`config.mk`:
```
export PLATFORM = sky130hd
export DESIGN_NAME = sequence_window_tracker_flat
export DESIGN_NICKNAME = d
export VERILOG_FILES = /design/src/rtl/swt_pkg.sv /design/src/rtl/swt_if.sv /design/src/rtl/swt_ram.sv /design/src/rtl/sequence_window_tracker.sv /design/src/flat_wrapper.sv
export SDC_FILE = /design/constraint.sdc
export NUM_CORES = 2
export LEC_CHECK = 0
export ABC_AREA = 1
export BUFFER_PORTS_ARGS = -buffer_cell sky130_fd_sc_hd__buf_2
export CAP_MARGIN = 0
export CORE_ASPECT_RATIO = 1.2
export CORE_MARGIN = 1.5
export CORE_UTILIZATION = 60
export CTS_BUF_LIST = sky130_fd_sc_hd__clkbuf_16
export CTS_CLUSTER_SIZE = 16
export DETAILED_ROUTE_END_ITERATION = 8
export PLACE_DENSITY = 0.85
export SKIP_LAST_GASP = 1
export SLEW_MARGIN = 20
export SYNTH_ARGS = -nofsm -noshare
export SYNTH_HDL_FRONTEND = slang
export SYNTH_HIERARCHICAL = 1
export SYNTH_SLANG_ARGS = --single-unit
```
`constraint.sdc`:
```
create_clock -name clk_i -period 11.4 [get_ports clk_i]
set_clock_uncertainty 0.2 [all_clocks]
set_input_delay 2.28 -clock clk_i [delete_from_list [all_inputs] [get_ports clk_i]]
set_output_delay 2.28 -clock clk_i [all_outputs]
set_load 0.02 [all_outputs]
```
`src/rtl/swt_pkg.sv`:
```
// ----------------------------------------------------------------------------
// swt_pkg
// Shared types and constants of the sequence window tracker.
// ----------------------------------------------------------------------------
package swt_pkg;

  localparam int SEQ_W = 32;
  localparam int CNT_W = 32;
  localparam int VERDICT_W = 3;

  localparam logic [CNT_W-1:0] CNT_MAX = '1;

  typedef enum logic [VERDICT_W-1:0] {
    V_FIRST     = 3'd0,
    V_IN_ORDER  = 3'd1,
    V_REORDERED = 3'd2,
    V_DUPLICATE = 3'd3,
    V_TOO_OLD   = 3'd4
  } verdict_e;

endpackage

```
`src/rtl/swt_if.sv`:
```
// ----------------------------------------------------------------------------
// swt_if
// Valid/ready channels of the sequence window tracker.
// ----------------------------------------------------------------------------
interface swt_in_if;
  import swt_pkg::*;

  logic             valid;
  logic             ready;
  logic [SEQ_W-1:0] seq_number;

  modport source (output valid, output seq_number, input ready);
  modport sink   (input valid, input seq_number, output ready);
endinterface

interface swt_out_if;
  import swt_pkg::*;

  logic                 valid;
  logic                 ready;
  logic [VERDICT_W-1:0] verdict;
  logic [CNT_W-1:0]     received_count;
  logic [CNT_W-1:0]     duplicate_count;
  logic [CNT_W-1:0]     too_old_count;
  logic [CNT_W-1:0]     reordered_count;
  logic [CNT_W-1:0]     expected_count;
  logic [CNT_W-1:0]     lost_count;

  modport source (
    output valid, output verdict, output received_count, output duplicate_count,
    output too_old_count, output reordered_count, output expected_count,
    output lost_count, input ready
  );
  modport sink (
    input valid, input verdict, input received_count, input duplicate_count,
    input too_old_count, input reordered_count, input expected_count,
    input lost_count, output ready
  );
endinterface

```
`src/rtl/swt_ram.sv`:
```
// ----------------------------------------------------------------------------
// swt_ram
// Generic single-write, single-read RAM with registered read data.
// ----------------------------------------------------------------------------
module swt_ram #(
  parameter int WIDTH = 64,
  parameter int DEPTH = 16
) (
  input  logic                                   clk_i,
  input  logic                                   we_i,
  input  logic [(DEPTH > 1 ? $clog2(DEPTH) : 1)-1:0] waddr_i,
  input  logic [WIDTH-1:0]                       wdata_i,
  input  logic [(DEPTH > 1 ? $clog2(DEPTH) : 1)-1:0] raddr_i,
  output logic [WIDTH-1:0]                       rdata_o
);

  logic [WIDTH-1:0] mem_q [DEPTH];

  always_ff @(posedge clk_i) begin
    if (we_i) begin
      mem_q[waddr_i] <= wdata_i;
    end
    rdata_o <= mem_q[raddr_i];
  end

endmodule

```
`src/rtl/sequence_window_tracker.sv`:
```
// ----------------------------------------------------------------------------
// sequence_window_tracker
// Classifies packet sequence numbers against a sliding seen-bitmap window.
// ----------------------------------------------------------------------------
// Duplicates of the highest and too-old arrivals skip to the counter update.
// Others run two reciprocal divisions on the shared multiplier (quotient, remainder,
// fix), a full clear or partial read-modify-write map sweep on a new highest,
// then the bit update. One item at a time; the input is ready again in the cycle
// after the result is registered, also while that result waits. Reset clears
// control state and counters; the first arrival sweeps the bitmap to zero.
module sequence_window_tracker #(
  parameter int WINDOW_SIZE = 1024,
  parameter int WORD_BITS   = 64
) (
  input  logic       clk_i,
  input  logic       rst_ni,
  swt_in_if.sink     in_i,
  swt_out_if.source  out_o
);
  import swt_pkg::*;

  localparam int NUM_WORDS = (WINDOW_SIZE + WORD_BITS - 1) / WORD_BITS;
  localparam int ADDR_W    = NUM_WORDS > 1 ? $clog2(NUM_WORDS) : 1;
  localparam int SLOT_W    = $clog2(WINDOW_SIZE);
  localparam int SW1       = SLOT_W + 1;
  localparam int BIT_W     = $clog2(WORD_BITS);

  localparam logic [ADDR_W-1:0] LAST_WORD = ADDR_W'(NUM_WORDS - 1);
  localparam logic [SEQ_W-1:0]  WIN32     = SEQ_W'(WINDOW_SIZE);
  localparam logic [SEQ_W-1:0]  OLD_LIMIT = SEQ_W'(33'h1_0000_0000 - 33'(WINDOW_SIZE));
  localparam logic [SEQ_W-1:0]  WB32      = SEQ_W'(WORD_BITS);
  localparam logic [SEQ_W-1:0]  WIN_RECIP = SEQ_W'(64'h1_0000_0000 / 64'(WINDOW_SIZE));
  localparam logic [SEQ_W-1:0]  WB_RECIP  = SEQ_W'(64'h1_0000_0000 / 64'(WORD_BITS));

  typedef enum logic [12:0] {
    ST_IDLE   = 13'b0_0000_0000_0001,
    ST_DECIDE = 13'b0_0000_0000_0010,
    ST_MULQ   = 13'b0_0000_0000_0100,
    ST_MULR   = 13'b0_0000_0000_1000,
    ST_FIX    = 13'b0_0000_0001_0000,
    ST_CLR    = 13'b0_0000_0010_0000,
    ST_SWP_RD = 13'b0_0000_0100_0000,
    ST_SWP_WR = 13'b0_0000_1000_0000,
    ST_SET_RD = 13'b0_0001_0000_0000,
    ST_SET_WR = 13'b0_0010_0000_0000,
    ST_UPD    = 13'b0_0100_0000_0000,
    ST_EXP    = 13'b0_1000_0000_0000,
    ST_DONE   = 13'b1_0000_0000_0000
  } state_e;

  state_e state_q, state_d;

  logic [SEQ_W-1:0]  seq_q, seq_d;
  verdict_e          verd_q, verd_d;
  logic              clr_all_q, clr_all_d;
  logic              started_q, started_d;
  logic [SEQ_W-1:0]  base_q, base_d;
  logic [SEQ_W-1:0]  high_q, high_d;
  logic [SLOT_W-1:0] hi_slot_q, hi_slot_d;
  logic [SLOT_W-1:0] slot_q, slot_d;
  logic [ADDR_W-1:0] word_q, word_d;
  logic [BIT_W-1:0]  bit_q, bit_d;
  logic [CNT_W-1:0]  rcv_q, rcv_d;
  logic [CNT_W-1:0]  dup_q, dup_d;
  logic [CNT_W-1:0]  old_q, old_d;
  logic [CNT_W-1:0]  reo_q, reo_d;
  logic [CNT_W-1:0]  exp_q, exp_d;

  logic [SEQ_W-1:0]  dvd_q, dvd_d;
  logic [SEQ_W-1:0]  quo_q, quo_d;
  logic [SEQ_W-1:0]  rem_q, rem_d;
  logic              phase_q, phase_d;

  logic [ADDR_W-1:0] wcnt_q, wcnt_d;
  logic [SW1-1:0]    sbase_q, sbase_d;

  logic              ov_q, ov_d;
  logic [VERDICT_W-1:0] o_verd_q, o_verd_d;
  logic [CNT_W-1:0]  o_rcv_q, o_rcv_d, o_dup_q, o_dup_d, o_old_q, o_old_d;
  logic [CNT_W-1:0]  o_reo_q, o_reo_d, o_exp_q, o_exp_d, o_lost_q, o_lost_d;

  // shared multiplier and quotient correction
  logic [SEQ_W-1:0]   recip;
  logic [SEQ_W-1:0]   dvsr;
  logic [SEQ_W-1:0]   mul_a;
  logic [SEQ_W-1:0]   mul_b;
  logic [2*SEQ_W-1:0] prod;
  logic               rem_ge;
  logic [SEQ_W-1:0]   rem_fix;
  logic [SEQ_W-1:0]   quo_fix;

  logic [SEQ_W-1:0]  ahead;
  logic [SEQ_W-1:0]  span;
  logic [SEQ_W-1:0]  back;
  logic [WORD_BITS-1:0] clr_mask;

  logic                 ram_we;
  logic [ADDR_W-1:0]    ram_waddr;
  logic [WORD_BITS-1:0] ram_wdata;
  logic [ADDR_W-1:0]    ram_raddr;
  logic [WORD_BITS-1:0] ram_rdata;

  swt_ram #(
    .WIDTH (WORD_BITS),
    .DEPTH (NUM_WORDS)
  ) u_bitmap (
    .clk_i   (clk_i),
    .we_i    (ram_we),
    .waddr_i (ram_waddr),
    .wdata_i (ram_wdata),
    .raddr_i (ram_raddr),
    .rdata_o (ram_rdata)
  );

  function automatic logic [CNT_W-1:0] sat_inc(input logic [CNT_W-1:0] v);
    return (v == CNT_MAX) ? v : v + CNT_W'(1);
  endfunction

  // quotient estimate is exact or one short; one compare and subtract fixes it
  assign recip   = phase_q ? WB_RECIP : WIN_RECIP;
  assign dvsr    = phase_q ? WB32 : WIN32;
  assign mul_a   = (state_q == ST_MULR) ? quo_q : dvd_q;
  assign mul_b   = (state_q == ST_MULR) ? dvsr : recip;
  assign prod    = {{SEQ_W{1'b0}}, mul_a} * {{SEQ_W{1'b0}}, mul_b};
  assign rem_ge  = rem_q >= dvsr;
  assign rem_fix = rem_ge ? rem_q - dvsr : rem_q;
  assign quo_fix = rem_ge ? quo_q + SEQ_W'(1) : quo_q;

  assign ahead = seq_q - high_q;
  assign span  = high_q - base_q;
  assign back  = base_q - seq_q;

  always_comb begin
    logic [SW1-1:0] s;
    logic [SW1-1:0] lo;
    logic [SW1-1:0] hi;
    lo = SW1'(hi_slot_q);
    hi = SW1'(slot_q);
    for (int b = 0; b < WORD_BITS; b++) begin
      s = sbase_q + SW1'(b);
      if (lo < hi) begin
        clr_mask[b] = (s > lo) && (s < hi);
      end else begin
        clr_mask[b] = (s > lo) || (s < hi);
      end
    end
  end

  assign in_i.ready = (state_q == ST_IDLE);

  always_comb begin
    state_d   = state_q;
    seq_d     = seq_q;
    verd_d    = verd_q;
    clr_all_d = clr_all_q;
    started_d = started_q;
    base_d    = base_q;
    high_d    = high_q;
    hi_slot_d = hi_slot_q;
    slot_d    = slot_q;
    word_d    = word_q;
    bit_d     = bit_q;
    rcv_d     = rcv_q;
    dup_d     = dup_q;
    old_d     = old_q;
    reo_d     = reo_q;
    exp_d     = exp_q;
    dvd_d     = dvd_q;
    quo_d     = quo_q;
    rem_d     = rem_q;
    phase_d   = phase_q;
    wcnt_d    = wcnt_q;
    sbase_d   = sbase_q;
    ov_d      = ov_q;
    o_verd_d  = o_verd_q;
    o_rcv_d   = o_rcv_q;
    o_dup_d   = o_dup_q;
    o_old_d   = o_old_q;
    o_reo_d   = o_reo_q;
    o_exp_d   = o_exp_q;
    o_lost_d  = o_lost_q;
    ram_we    = 1'b0;
    ram_waddr = wcnt_q;
    ram_wdata = '0;
    ram_raddr = wcnt_q;

    if (ov_q && out_o.ready) begin
      ov_d = 1'b0;
    end

    unique case (state_q)
      ST_IDLE: begin
        if (in_i.valid) begin
          seq_d   = in_i.seq_number;
          state_d = ST_DECIDE;
        end
      end
      ST_DECIDE: begin
        dvd_d     = seq_q;
        phase_d   = 1'b0;
        clr_all_d = 1'b0;
        if (!started_q) begin
          verd_d    = V_FIRST;
          clr_all_d = 1'b1;
          state_d   = ST_MULQ;
        end else if (!ahead[SEQ_W-1] && (ahead != '0)) begin
          verd_d    = V_IN_ORDER;
          clr_all_d = (ahead >= WIN32);
          state_d   = ST_MULQ;
        end else if (ahead == '0) begin
          verd_d  = V_DUPLICATE;
          state_d = ST_UPD;
        end else if (ahead <= OLD_LIMIT) begin
          verd_d  = V_TOO_OLD;
          state_d = ST_UPD;
        end else begin
          verd_d  = V_REORDERED;
          state_d = ST_MULQ;
        end
      end
      ST_MULQ: begin
        quo_d   = prod[2*SEQ_W-1:SEQ_W];
        state_d = ST_MULR;
      end
      ST_MULR: begin
        rem_d   = dvd_q - prod[SEQ_W-1:0];
        state_d = ST_FIX;
      end
      ST_FIX: begin
        if (!phase_q) begin
          slot_d  = rem_fix[SLOT_W-1:0];
          dvd_d   = SEQ_W'(rem_fix[SLOT_W-1:0]);
          phase_d = 1'b1;
          state_d = ST_MULQ;
        end else begin
          word_d  = quo_fix[ADDR_W-1:0];
          bit_d   = rem_fix[BIT_W-1:0];
          wcnt_d  = '0;
          sbase_d = '0;
          if (verd_q == V_REORDERED) begin
            state_d = ST_SET_RD;
          end else if (clr_all_q) begin
            state_d = ST_CLR;
          end else begin
            state_d = ST_SWP_RD;
          end
        end
      end
      ST_CLR: begin
        ram_we    = 1'b1;
        ram_waddr = wcnt_q;
        ram_wdata = '0;
        wcnt_d    = wcnt_q + ADDR_W'(1);
        if (wcnt_q == LAST_WORD) begin
          state_d = ST_SET_RD;
        end
      end
      ST_SWP_RD: begin
        ram_raddr = wcnt_q;
        state_d   = ST_SWP_WR;
      end
      ST_SWP_WR: begin
        ram_we    = 1'b1;
        ram_waddr = wcnt_q;
        ram_wdata = ram_rdata & ~clr_mask;
        wcnt_d    = wcnt_q + ADDR_W'(1);
        sbase_d   = sbase_q + SW1'(WORD_BITS);
        state_d   = (wcnt_q == LAST_WORD) ? ST_SET_RD : ST_SWP_RD;
      end
      ST_SET_RD: begin
        ram_raddr = word_q;
        state_d   = ST_SET_WR;
      end
      ST_SET_WR: begin
        ram_waddr = word_q;
        ram_wdata = ram_rdata | (WORD_BITS'(1) << bit_q);
        if ((verd_q == V_REORDERED) && ram_rdata[bit_q]) begin
          verd_d = V_DUPLICATE;
        end else begin
          ram_we = 1'b1;
        end
        state_d = ST_UPD;
      end
      ST_UPD: begin
        unique case (verd_q)
          V_FIRST: begin
            started_d = 1'b1;
            base_d    = seq_q;
            high_d    = seq_q;
            hi_slot_d = slot_q;
            rcv_d     = CNT_W'(1);
          end
          V_IN_ORDER: begin
            high_d    = seq_q;
            hi_slot_d = slot_q;
            rcv_d     = sat_inc(rcv_q);
          end
          V_DUPLICATE: begin
            dup_d = sat_inc(dup_q);
          end
          V_TOO_OLD: begin
            old_d = sat_inc(old_q);
          end
          V_REORDERED: begin
            rcv_d = sat_inc(rcv_q);
            reo_d = sat_inc(reo_q);
            if (!back[SEQ_W-1] && (back != '0)) begin
              base_d = seq_q;
            end
          end
          default: begin
          end
        endcase
        state_d = ST_EXP;
      end
      ST_EXP: begin
        if (!started_q || span[SEQ_W-1]) begin
          exp_d = '0;
        end else begin
          exp_d = span + SEQ_W'(1);
        end
        state_d = ST_DONE;
      end
      ST_DONE: begin
        if (!ov_q || out_o.ready) begin
          ov_d     = 1'b1;
          o_verd_d = verd_q;
          o_rcv_d  = rcv_q;
          o_dup_d  = dup_q;
          o_old_d  = old_q;
          o_reo_d  = reo_q;
          o_exp_d  = exp_q;
          o_lost_d = (exp_q > rcv_q) ? exp_q - rcv_q : '0;
          state_d  = ST_IDLE;
        end
      end
      default: begin
        state_d = ST_IDLE;
      end
    endcase
  end

  always_ff @(posedge clk_i or negedge rst_ni) begin
    if (!rst_ni) begin
      state_q   <= ST_IDLE;
      started_q <= 1'b0;
      base_q    <= '0;
      high_q    <= '0;
      hi_slot_q <= '0;
      rcv_q     <= '0;
      dup_q     <= '0;
      old_q     <= '0;
      reo_q     <= '0;
      phase_q   <= 1'b0;
      wcnt_q    <= '0;
      ov_q      <= 1'b0;
    end else begin
      state_q   <= state_d;
      started_q <= started_d;
      base_q    <= base_d;
      high_q    <= high_d;
      hi_slot_q <= hi_slot_d;
      rcv_q     <= rcv_d;
      dup_q     <= dup_d;
      old_q     <= old_d;
      reo_q     <= reo_d;
      phase_q   <= phase_d;
      wcnt_q    <= wcnt_d;
      ov_q      <= ov_d;
    end
  end

  always_ff @(posedge clk_i) begin
    seq_q     <= seq_d;
    verd_q    <= verd_d;
    clr_all_q <= clr_all_d;
    slot_q    <= slot_d;
    word_q    <= word_d;
    bit_q     <= bit_d;
    exp_q     <= exp_d;
    dvd_q     <= dvd_d;
    quo_q     <= quo_d;
    rem_q     <= rem_d;
    sbase_q   <= sbase_d;
    o_verd_q  <= o_verd_d;
    o_rcv_q   <= o_rcv_d;
    o_dup_q   <= o_dup_d;
    o_old_q   <= o_old_d;
    o_reo_q   <= o_reo_d;
    o_exp_q   <= o_exp_d;
    o_lost_q  <= o_lost_d;
  end

  assign out_o.valid           = ov_q;
  assign out_o.verdict         = o_verd_q;
  assign out_o.received_count  = o_rcv_q;
  assign out_o.duplicate_count = o_dup_q;
  assign out_o.too_old_count   = o_old_q;
  assign out_o.reordered_count = o_reo_q;
  assign out_o.expected_count  = o_exp_q;
  assign out_o.lost_count      = o_lost_q;

endmodule

```
`src/flat_wrapper.sv`:
```
// flat-port wrapper written by rule: the top's interface ports become plain ports
module sequence_window_tracker_flat import swt_pkg::*;
#(
  parameter int WINDOW_SIZE = 1024,
  parameter int WORD_BITS   = 64
)
  (clk_i, rst_ni, in_i_valid, in_i_seq_number, in_i_ready, out_o_valid, out_o_verdict, out_o_received_count, out_o_duplicate_count, out_o_too_old_count, out_o_reordered_count, out_o_expected_count, out_o_lost_count, out_o_ready);
  swt_in_if in_i_i ();
  swt_out_if out_o_i ();
  input  logic clk_i;
  input  logic rst_ni;
  input wire logic [$bits(in_i_i.valid)-1:0] in_i_valid;
  input wire logic [$bits(in_i_i.seq_number)-1:0] in_i_seq_number;
  output wire logic [$bits(in_i_i.ready)-1:0] in_i_ready;
  output wire logic [$bits(out_o_i.valid)-1:0] out_o_valid;
  output wire logic [$bits(out_o_i.verdict)-1:0] out_o_verdict;
  output wire logic [$bits(out_o_i.received_count)-1:0] out_o_received_count;
  output wire logic [$bits(out_o_i.duplicate_count)-1:0] out_o_duplicate_count;
  output wire logic [$bits(out_o_i.too_old_count)-1:0] out_o_too_old_count;
  output wire logic [$bits(out_o_i.reordered_count)-1:0] out_o_reordered_count;
  output wire logic [$bits(out_o_i.expected_count)-1:0] out_o_expected_count;
  output wire logic [$bits(out_o_i.lost_count)-1:0] out_o_lost_count;
  input wire logic [$bits(out_o_i.ready)-1:0] out_o_ready;
  assign in_i_i.valid = in_i_valid;
  assign in_i_i.seq_number = in_i_seq_number;
  assign in_i_ready = in_i_i.ready;
  assign out_o_valid = out_o_i.valid;
  assign out_o_verdict = out_o_i.verdict;
  assign out_o_received_count = out_o_i.received_count;
  assign out_o_duplicate_count = out_o_i.duplicate_count;
  assign out_o_too_old_count = out_o_i.too_old_count;
  assign out_o_reordered_count = out_o_i.reordered_count;
  assign out_o_expected_count = out_o_i.expected_count;
  assign out_o_lost_count = out_o_i.lost_count;
  assign out_o_i.ready = out_o_ready;
  sequence_window_tracker #(.WINDOW_SIZE(WINDOW_SIZE), .WORD_BITS(WORD_BITS)) u_core (.clk_i(clk_i), .rst_ni(rst_ni), .in_i(in_i_i), .out_o(out_o_i));
endmodule
```
==> results.cfg <==
[cts]
cts-resized-gates = 0
cts_tree = done
clock-root-buffer = clkbuf_16
cts.path.max_buffers = 3
cts_buffers = 161
path_clk_slew_ns = 0.07
clkLatencyLatePin_ns = 0.85
htree_levels = 4
holdBufCountCts = 0
cts_setup_buffers = 0
clock_sinks = 1689

[grt]
grt_pass1_wl_um = 428000
groute.usage.overall_pct = 36.24
grt_overflow = 0
antenna_found_initial = 6
grt_pass1_vias = 72940
grt_max_degree = 216

[logic_synthesis]
yosys_register_bits = 1689
ys_types = 74
synth_async_sr_flop_share_pct = 13.14
yosysSeqAreaShare_pct = 53.18
avgSynthCellArea_um2 = 8.885
synth_cells = 10360
yosysWarningCount = 6
netlist_area_um2 = 92080
synthFlopType = edfxtp_1
synth_edf_count = 1403

[floorplanning]
core_area_um2 = 152400
io_pins = 233
rows = 157
start_util_pct = 60.40
die-area_um2 = 155800
die_width_um = 360.6
die_y_um = 432.1

[power]
p_comb_share_pct = 13.7
clkPwrFrac_pct = 37.9
p_sw_share_pct = 27.01
p_per_area_nw_per_um2 = 141.2
cellInternalPower_w = 0.01035
p_leak_nw = 45.19
power_switching_w = 0.003831
power_frac_seq_pct = 48.4
vdd_ir_drop_max_uv = 167.3

[sta]
setup_viol = 0
relSlewSlack_pct = 16.20
layout_min_cycle_time_ns = 7.637
period_share_pct = 66.99
slew_viol_final = 0
fin_ws_ns = 3.763
max_freq_mhz = 131.0
worst_pin_slew_ns = 1.257
rsz0062_at_grt = no
finalHoldViolations = 0
fin_setup_tns_ns = 0

[worst_setup_path]
reg2reg_slack_ns = 3.76
end_kind = flop
critPathRequiredTime_ns = 11.78
cp.arrival_ns = 8.02
worstSetupStartpointType = flop
r2r_start = u_core/state_q[11]
worstSetupPathType = reg -> reg
reg2reg_to = u_core/rem_q[31]
cp_max_fo = 32
reg2reg_depth = 27

[place]
port_buffers = 232
gp_congestion = 1.013
placed_cells = 12380
place_ws_ns = 3.923
dp_hpwl_um = 196300

[drt]
wl_per_cell_um = 22.62
drt-pass1-iter-count = 8
wl_um = 287100
drc = 0
num_vias = 74680
drt_iter0_markers = 8574
ant_nets = 0
post_drt_via_cell_ratio = 5.885

[job]
maxCapViolCount = 0

[cells_and_area]
multiInputGateArea_um2 = 35070
layout-drive-gt1-share_pct = 6.897
nNetsFinal = 11090
syn_to_final_growth_pct = 9.114
fillers = 11830
final_cells = 12690
final-seq-area_um2 = 48970

[run_status]
status = finished, final reports clean

[worst_hold_path]
hp-start = u_core/rcv_q[5]
holdPathEnd = u_core/out_o.received_count[5]
hold_path.class = reg -> reg
hold_path_depth = 0
==> cells in the mapped netlist, drive strengths merged, types with 3 or more instances <==
cell type / number / area (um2)
o311ai: 3 / 26.28
nand3: 1063 / 5378
edfxtp: 1403 / 42130
o21ai: 391 / 1957
inv: 1738 / 6529
nand4: 119 / 778.3
o22ai: 27 / 168.9
dfxtp: 64 / 1281
a21oi: 328 / 1660
xor2: 158 / 1399
o21bai: 13 / 101.4
and2: 10 / 62.56
nand2: 2811 / 10640
o221ai: 22 / 192.7
nand3b: 8 / 60.06
buf: 218 / 1433
clkinv: 5 / 20.01
nor4: 52 / 337.8
a21o: 10 / 75.07
and3: 5 / 31.28
a22oi: 6 / 45.04
ha: 456 / 5705
nor3: 141 / 783.3
or2: 12 / 75.08
a211oi: 7 / 52.55
o211ai: 59 / 442.9
o2111ai: 11 / 96.34
nor3b: 3 / 27.52
a31oi: 32 / 200.2
clkbuf: 91 / 341.6
fa: 35 / 700.7
dfrtp: 221 / 5530
xnor2: 57 / 499.2
o21a: 23 / 172.7
a221oi: 6 / 52.55
a21boi: 5 / 37.54
nor2: 729 / 2862
o31ai: 10 / 75.07
==> power groups by stage <==
stage          combinational, W  sequential (W)  clock [W]
2_1_floorplan           0.00136         0.00694          0
3_3_place_gp            0.00189         0.00699          0
3_5_place_dp            0.00192         0.00699          0
4_1_cts                 0.00194         0.00686    0.00541
5_1_grt                 0.00218         0.00686    0.00564
6_report                0.00195         0.00687    0.00537
==> layout make-up <==
cell class	instances	share of cell area [%]
clock inverter	141	1.257
antenna	3	0.007472
timing repair buffer	335	2.034
sequential	1689	48.74
tap	1987	2.475
clock buffer	162	4.035
inverter	1743	6.541
multi-input combinational	6630	34.91
==> per-layer routing <==
metal	part of all wire [%]	up-vias	GRT usage [%]
met1	37	35350	45.15
met3	8.9	897	5.764
met4	5.5	6	18.46
li1	-	34440	-
met2	49	3988	61.22
met5	0.014	-	0
==> stage by stage <==
step	total power, W	cell area (um2)	utilization, %	hold WS [ns]
2_1_floorplan	0.008297	92110	-	0.2231
3_3_place_gp	0.008880	95080	62.37	0.2366
3_5_place_dp	0.008914	95080	62.37	0.2346
4_1_cts	0.01421	100400	65.86	0.2559
5_1_grt	0.01469	100500	65.90	0.2687
6_report	0.01418	100500	65.91	0.2584
==> how the worst max path moves through the flow <==
stage | cells after the start | startpoint | end
6_report | 27 | u_core/state_q[11] | u_core/rem_q[31]
5_1_grt | 29 | u_core/state_q[11] | u_core/rem_q[31]
4_1_cts | 27 | u_core/state_q[11] | u_core/rem_q[31]
3_5_place_dp | 27 | u_core/state_q[11] | u_core/rem_q[31]
3_3_place_gp | 27 | u_core/state_q[11] | u_core/rem_q[31]
2_1_floorplan | 2 | out_o_ready | u_core/out_o.duplicate_count[0]
==> logic make-up after synthesis <==
kind of cell,Yosys count,share of synthesized area (%)
xor gates and xnor gates,215,2.061
and+or+nand+nor,4953,22.84
adders and majority gates,491,6.957
AOI/OAI and AO/OA,961,5.910
DFF,1689,53.18
buffers and inverters,2052,9.039
other,2,0.008156
==> worst max-delay path: stages (launching register included) <==
cell and delay [ns]:
dfrtp_1 0.41, nor2_1 0.22, inv_1 0.10, nor2_1 0.16, nand2_1 0.17, inv_1 0.16
nand4_1 0.25, nand2_1 0.90, nor2_1 0.09, ha_1 0.34, ha_1 0.30, ha_1 0.30
fa_1 0.50, ha_1 0.31, ha_1 0.38, a21oi_1 0.32, inv_1 0.08, a21oi_1 0.21
o21ai_0 0.16, a31oi_1 0.34, xor2_1 0.24, ha_1 0.30, nand2_1 0.10, inv_1 0.04
a221oi_1 0.33, o211ai_1 0.20, a21oi_1 0.19, xor2_1 0.08
==> cell usage in the layout, fill, tap and decap left out, drive strengths merged, types with 7 or more instances in the layout <==
cell	Yosys	routed
inv	1738	1787
edfxtp	1403	1403
clkinv	5	79
clkbuf	91	162
dfrtp	221	221
o2111ai	11	11
nor2	729	729
a31oi	32	32
a211oi	7	7
nand3b	8	8
a21o	10	10
nand3	1063	1063
o221ai	22	22
o21bai	13	13
o31ai	10	10
nor3	141	141
fa	35	35
o21ai	391	391
ha	456	456
buf	218	335
or2	12	12
and2	10	10
conb	2	10
a21oi	328	328
nor4	52	52
o22ai	27	27
bufinv	0	14
nand2	2811	2811
xnor2	57	57
xor2	158	158
o211ai	59	59
o21a	23	23
nand4	119	119
dfxtp	64	64
==> state kept, by name (all words and copies together), names as in the netlist, 27 cells and up <==
| name | flops |
|---|---|
| u_core/u_bitmap/mem_q | 1024 |
| u_core/u_bitmap/rdata_o | 64 |
| u_core/base_q | 32 |
| u_core/dup_q | 32 |
| u_core/dvd_q | 32 |
| u_core/exp_q | 32 |
| u_core/high_q | 32 |
| u_core/old_q | 32 |
| u_core/out_o.duplicate_count | 32 |
| u_core/out_o.expected_count | 32 |
| u_core/out_o.lost_count | 32 |
| u_core/out_o.received_count | 32 |
| u_core/out_o.reordered_count | 32 |
| u_core/out_o.too_old_count | 32 |
| u_core/rcv_q | 32 |
| u_core/rem_q | 32 |
| u_core/reo_q | 32 |
| u_core/seq_q | 32 |
| u_core/quo_q | 27 |
(Power assumes the default switching activity.)
